<file path="config.mk">
export PLATFORM = sky130hd
export DESIGN_NAME = pfa_front_flat
export DESIGN_NICKNAME = d
export VERILOG_FILES = /design/src/design/pfa_pkg.sv /design/src/design/pfa_if.sv /design/src/design/pfa_front.sv /design/src/flat_wrapper.sv
export SDC_FILE = /design/constraint.sdc
export NUM_CORES = 1
export LEC_CHECK = 0
export BUFFER_PORTS_ARGS = -buffer_cell sky130_fd_sc_hd__buf_2
export CORE_MARGIN = 2
export CORE_UTILIZATION = 45
export DETAILED_ROUTE_END_ITERATION = 6
export HOLD_SLACK_MARGIN = 0.05
export PLACE_DENSITY = 0.73
export SLEW_MARGIN = 20
export SYNTH_ARGS = -nofsm -noshare
export SYNTH_HDL_FRONTEND = slang
export SYNTH_SLANG_ARGS = --single-unit
export TNS_END_PERCENT = 100
</file>
<file path="constraint.sdc">
create_clock -name clk -period 7.1 [get_ports clk]
set_input_delay 0.71 -clock clk [delete_from_list [all_inputs] [get_ports clk]]
set_output_delay 0.71 -clock clk [all_outputs]
set_load 0.01 [all_outputs]
</file>
<file path="src/design/pfa_pkg.sv">
package pfa_pkg;

  // Field widths of the request and response words.
  localparam int FUNC_W   = 2;
  localparam int DIR_AW   = 10;
  localparam int AMOUNT_W = 32;
  localparam int FRAME_NW = 10;
  localparam int COUNT_W  = 11;

  // Page directory geometry and entry layout.
  localparam int DIR_ENTRIES  = 1 << DIR_AW;
  localparam int ENTRY_W      = 14;
  localparam int ENTRY_FLAG_W = 4;
  localparam int PAGE_SHIFT   = 22;

  localparam logic [DIR_AW-1:0] KERNEL_HIGH_IDX = 10'h300;
  localparam logic [DIR_AW-1:0] LAST_DIR_IDX    = 10'h3FF;

  localparam logic [ENTRY_FLAG_W-1:0] E_PRESENT = 4'b0001;
  localparam logic [ENTRY_FLAG_W-1:0] E_WRITE   = 4'b0010;
  localparam logic [ENTRY_FLAG_W-1:0] E_USER    = 4'b0100;
  localparam logic [ENTRY_FLAG_W-1:0] E_LARGE   = 4'b1000;

  localparam logic [ENTRY_W-1:0] KERNEL_ENTRY =
    {{FRAME_NW{1'b0}}, E_PRESENT | E_WRITE | E_LARGE};
  localparam logic [ENTRY_FLAG_W-1:0] USER_FLAGS = E_PRESENT | E_WRITE | E_USER | E_LARGE;

  localparam logic [COUNT_W-1:0] COUNT_MAX = '1;

  // Function codes as they arrive on the request word.
  localparam logic [FUNC_W-1:0] FUNC_ALLOC = 2'd0;
  localparam logic [FUNC_W-1:0] FUNC_FREE  = 2'd1;
  localparam logic [FUNC_W-1:0] FUNC_CHECK = 2'd2;

  // Depth of the command queue between front and back.
  localparam int QUEUE_DEPTH = 2;
  localparam int QUEUE_PW    = 1;

  typedef enum logic [1:0] {
    OP_ALLOC,
    OP_FREE,
    OP_CHECK,
    OP_NONE
  } pfa_op_t;

  // Classified command. For a check, need holds the number of whole
  // frames the requested byte count occupies, rounded up.
  typedef struct packed {
    pfa_op_t             op;
    logic [DIR_AW-1:0]   vidx;
    logic [COUNT_W-1:0]  need;
  } pfa_cmd_t;

endpackage

</file>
<file path="src/design/pfa_if.sv">
interface pfa_req_if;
  import pfa_pkg::*;

  logic                valid;
  logic                ready;
  logic [FUNC_W-1:0]   func;
  logic [DIR_AW-1:0]   virtual_index;
  logic [AMOUNT_W-1:0] amount;

  modport source (output valid, output func, output virtual_index, output amount,
                  input ready);
  modport sink   (input valid, input func, input virtual_index, input amount,
                  output ready);
endinterface


</file>
<file path="src/design/pfa_front.sv">
module pfa_front (
  input  logic             clk,
  input  logic             rst,
  pfa_req_if.sink          req,
  input  logic             clearing,
  output logic             cmd_valid,
  input  logic             cmd_ready,
  output pfa_pkg::pfa_cmd_t cmd
);
  import pfa_pkg::*;

  pfa_cmd_t                 queue [QUEUE_DEPTH];
  logic [QUEUE_PW-1:0]      wr_ptr;
  logic [QUEUE_PW-1:0]      rd_ptr;
  logic [QUEUE_PW:0]        fill;
  pfa_cmd_t                 cls;
  logic                     push;
  logic                     pop;

  // Classify the incoming word and turn the byte count into a frame count.
  always_comb begin
    case (req.func)
      FUNC_ALLOC: cls.op = OP_ALLOC;
      FUNC_FREE:  cls.op = OP_FREE;
      FUNC_CHECK: cls.op = OP_CHECK;
      default:    cls.op = OP_NONE;
    endcase
    cls.vidx = req.virtual_index;
    cls.need = COUNT_W'(req.amount[AMOUNT_W-1:PAGE_SHIFT]) +
               COUNT_W'(|req.amount[PAGE_SHIFT-1:0]);
  end

  assign req.ready = !clearing && (fill != (QUEUE_PW+1)'(QUEUE_DEPTH));
  assign push      = req.valid && req.ready;
  assign cmd_valid = (fill != '0);
  assign pop       = cmd_valid && cmd_ready;
  assign cmd       = queue[rd_ptr];

  always_ff @(posedge clk) begin
    if (rst) begin
      wr_ptr <= '0;
      rd_ptr <= '0;
      fill   <= '0;
    end else begin
      if (push) begin
        queue[wr_ptr] <= cls;
        wr_ptr        <= wr_ptr + 1'b1;
      end
      if (pop) begin
        rd_ptr <= rd_ptr + 1'b1;
      end
      case ({push, pop})
        2'b10:   fill <= fill + 1'b1;
        2'b01:   fill <= fill - 1'b1;
        default: fill <= fill;
      endcase
    end
  end

endmodule

</file>
<file path="src/flat_wrapper.sv">
// flat-port wrapper written by rule: the top's interface ports become plain ports
module pfa_front_flat import pfa_pkg::*;
  (clk, rst, clearing, cmd_valid, cmd_ready, cmd, req_valid, req_func, req_virtual_index, req_amount, req_ready);
  pfa_req_if req_i ();
  input  logic clk;
  input  logic rst;
  input  logic clearing;
  output logic cmd_valid;
  input  logic cmd_ready;
  output pfa_pkg::pfa_cmd_t cmd;
  input wire logic [$bits(req_i.valid)-1:0] req_valid;
  input wire logic [$bits(req_i.func)-1:0] req_func;
  input wire logic [$bits(req_i.virtual_index)-1:0] req_virtual_index;
  input wire logic [$bits(req_i.amount)-1:0] req_amount;
  output wire logic [$bits(req_i.ready)-1:0] req_ready;
  assign req_i.valid = req_valid;
  assign req_i.func = req_func;
  assign req_i.virtual_index = req_virtual_index;
  assign req_i.amount = req_amount;
  assign req_ready = req_i.ready;
  pfa_front u_core (.clk(clk), .rst(rst), .req(req_i), .clearing(clearing), .cmd_valid(cmd_valid), .cmd_ready(cmd_ready), .cmd(cmd));
endmodule
</file>
After elaboration in Yosys (flattened, before gate mapping)

Memory sizes are Yosys's and may differ from the RTL's. A register that Yosys moved wholly into a read port is not among the register bits.
Index checks and enable logic that the tools add are counted.

$add $sub $neg: 5
Muxes and demuxes: 7
Eq/ne operators: 5
Reduce and logical (&&, ||, !) cells: 8

Operator list:

| operator                                                            | number |
|---|---|
| 22-bit OR reduction                                                 | 1 |
| 10-bit by 1-bit adder with 11-bit output                            | 1 |
| 2-bit one-hot mux with 3 select lines                               | 1 |
| 1-bit 2-to-1 mux                                                    | 5 |
| 2-bit by 1-bit == test with 1-bit output (second input constant)    | 2 |
| 2-bit == test (second input constant)                               | 2 |
| 2-bit one-hot mux with 2 select lines                               | 1 |
| 2-bit nonzero test                                                  | 2 |
| 1-bit logical AND                                                   | 3 |
| 1-bit adder (second input constant)                                 | 2 |
| 2-bit by 1-bit adder with 2-bit output (second input constant)      | 1 |
| 2-bit logical NOT                                                   | 1 |
| 2-bit != test (second input constant)                               | 1 |
| 2-bit by 1-bit subtractor with 2-bit output (second input constant) | 1 |
| 1-bit logical NOT                                                   | 1 |

Register bits after elaboration: 4
Memories: 1
RAM bits: 46
Word-level logic and storage cells: 29
Input port bits: 49

Memories:

| name         | words | width | read ports | clocked after Yosys merged registers in | write ports | line            | RTL |
|---|---|---|---|---|---|---|---|
| u_core.queue | 2     | 23    | 1          | 1                                       | 1           | pfa_front.sv:12 | `pfa_cmd_t queue [QUEUE_DEPTH];` |

Longest topological paths before layout

Depth after elaboration: 6
Depth in mapped cells: 8
Mapped depth without buffers: 8

Worst setup path before layout

No wires, ideal clock.

Path type: input port to flip-flop
From: in req_valid
To: mem u_core.queue[1][0] (netlist name) (enable)
Setup slack: 3.774 ns
Stages: 3
Setup time: 0.437 ns
Path buffers: 0
Arrival: 2.889 ns
Path through: inv_1 > or3_1 > nor3b_1

Longest elaborated chain between the ends: 4

Ends and longest elaborated chain:

| what                                   | line               | RTL |
|---|---|---|
| from (decl)                            | flat_wrapper.sv:11 | `input wire logic [$bits(req_i.valid)-1:0] req_valid;` |
| 1-bit logical AND                      | pfa_front.sv:34    | `assign push = req.valid && req.ready;` |
| 1-bit 2-to-1 mux                       | pfa_front.sv:45    | `if (push) begin` |
| 1-bit 2-to-1 mux                       | pfa_front.sv:40    | `if (rst) begin` |
| 1-bit 2-to-1 mux (implied by the code) | pfa_front.sv:46    | `queue[wr_ptr] <= cls;` |
| to (decl)                              | pfa_front.sv:12    |  |

Every way passes these cells.

==> results.md <==
* Min Hold Slack at 533 ps
* Vias per std cell at 5.21
* Syn avg cell area at 16.2 um2
* Initial antenna violation count at 0
* Fill cells at 359
* WP data arrival at 1880 ps
* Kind of start point of the critical path: flip-flop
* Fin crit period at 2590 ps
* Worst skew pair latency at 290 ps
* Gate count of the mapped netlist at 129
* Count of cell types in the netlist at 25
* Top post-synthesis cells by area: edfxtp_1, mux2_2, dfxtp_1, xor2_1, ha_1
* Gpl congestion at 0.777
* Die Span Y at 72.2 um
* Core box area at 4410 um2
* H-tree Lvls at 2
* Mapped Nets at 181
* Clock slew seen by the registers of the worst setup and hold paths at 80 ps
* Min-Delay Path Depth at 2
* Worst slew margin at 0.308
* RSZ-0062 raised after global routing: no
* Final setup violation count at 0
* Beginning of the worst register-to-register path: u_core.fill[0]
* WS Path Type: reg -> out
* CTS buffer count at 5
* DR WL/cell at 15.9 um
* Post-CTS Setup Inserts at 0
* Routed WL at 4.13 mm
* Synthesized cell area at 2090 um2
* Hold path startpoint: u_core.rd_ptr
* Port bufs at 73
* Routed Antenna Nets at 0
* Via count at 1355
* Share of the synthesized area in the top cell type at 0.660
* Seq/Total Area, Yosys at 0.708
* Clk sinks at 51
* DR pass1 iterations at 4
* Commonest non-fill, non-tap cell in the layout: buf_2
* FF-to-FF path depth at 5
* Tot Pwr at 0.707 mW
* Worst vdd ir at 104 uV
* Tightest Pin Transition at 1040 ps
* # DRC at 0
* Die Width at 72.2 um
* GRT overflow at 0
* Root Driver: clkbuf_8
* Seq cells post-synth at 51
* Setup crit end kind: primary output
* Most area-hungry cell type in the Yosys netlist: edfxtp_1
* Slew Viols, Final at 0
* WP data required at 6390 ps
* Fin nets at 259
* F_max at 386 MHz
* Commonest cells after routing, fill and taps aside: buf_2, edfxtp_1, mux2_2
* First-pass GRT wire length at 6.36 mm
* Placed insts at 252
* Count of cells resized by post-cts repair at 0
* Rows at 24
* Largest buffer count on any clock path at 2
* PwrDens at 269 nW/um2
* Initial core utilization at 0.474
* Ys Warns at 0
* Hold_buf cts at 0
* Die area at 5210 um2
* CP max FO at 23
* Layout cell share with drive strength beyond 1 at 0.519
* Final setup skew at 4.77 ps
* Post-DP HPWL at 3.00 mm
* Diode count at 0
* IO Count at 74
* All-Layer GR Usage at 0.164
* Setup TNS at 0 ps
* Final period utilization at 0.365
* Area Overhead vs Synth at 25.7%
* Max Cap Viol at 0
* Hold Violations, Final at 0
* Status: completed
* Iter 0 DRT Violations at 74
* Largest net degree at the start of global routing at 24
* Post-Layout Cell Count at 260
* CTS tree: done
* P_leak at 1.02 nW
* Vias in the first global route at 1447
* Hold Path Class: reg -> reg
[critical path, stage by stage (launching register included)]
cell	delay, ps
dfxtp_1	1010
mux2_2	430
buf_2	140
[routing by layer]
metal  part of all wire  vias to the layer above  track usage
met5                  0                        -            0
met4              0.029                        0       0.0901
met3              0.063                       11       0.0347
met2               0.54                       58        0.307
met1               0.37                      641        0.167
li1                   -                      645            -
[state kept, by name (all words and copies together), names as in the netlist, named ones only]
signal,cells
u_core.fill,2
u_core.wr_ptr,1
u_core.queue,46
u_core.rd_ptr,1
[path summary, 6_finish.rpt]
check | slack (ps) | to
worst max-delay path | 4510 | cmd[3]
worst min-delay path | 530 | flip-flop
worst max register to register | 5210 | u_core.fill[1]
worst min register to register | 530 | flip-flop
[final cells by class]
class | instances | area [um2] | area share
well taps | 52 | 65.1 | 0.0247
repair buffers | 75 | 380 | 0.145
inverters | 1 | 3.75 | 0.00143
flip-flops and latches | 51 | 1480 | 0.563
multi-input cells | 73 | 601 | 0.228
clock buffers | 8 | 100 | 0.0380
[cells in the mapped netlist]
cell,count
xnor2_1,4
nor4_1,4
a21oi_1,2
nor2_1,7
clkbuf_1,2
and3_1,1
nor3_1,3
nor2b_1,1
inv_1,1
o31ai_1,1
mux2_2,23
nor3b_1,1
or4_1,3
edfxtp_1,46
or3_1,2
dfxtp_1,5
nand2_1,2
o21a_1,1
nand3_1,4
nand4_1,2
buf_2,2
o21ai_0,1
xor2_1,7
or2_2,1
ha_1,3
[stage by stage]
step                instance area (um2)  setup WS (ps)  utilization
finish                             2630           4510        0.596
global route                       2630           4380        0.596
CTS                                2630           4450        0.596
detailed placement                 2530           4190        0.573
global placement                   2530           4280        0.573
floorplan                          2090           3770            -
[cell families after synthesis]
family | synth area share
DFF | 0.708
buffers and inverters | 0.0102
adders and majority gates | 0.0179
AOI/OAI and AO/OA | 0.0143
xor gates and xnor gates | 0.0460
muxes | 0.124
and+or+nand+nor | 0.0801
[report_power, final]
part           switching, mW  internal, mW
registers             0.0279         0.346
logic                 0.0698        0.0890
clock network         0.0850        0.0889
total                  0.183         0.524
No activity file was read; power rests on OpenSTA's default activity.
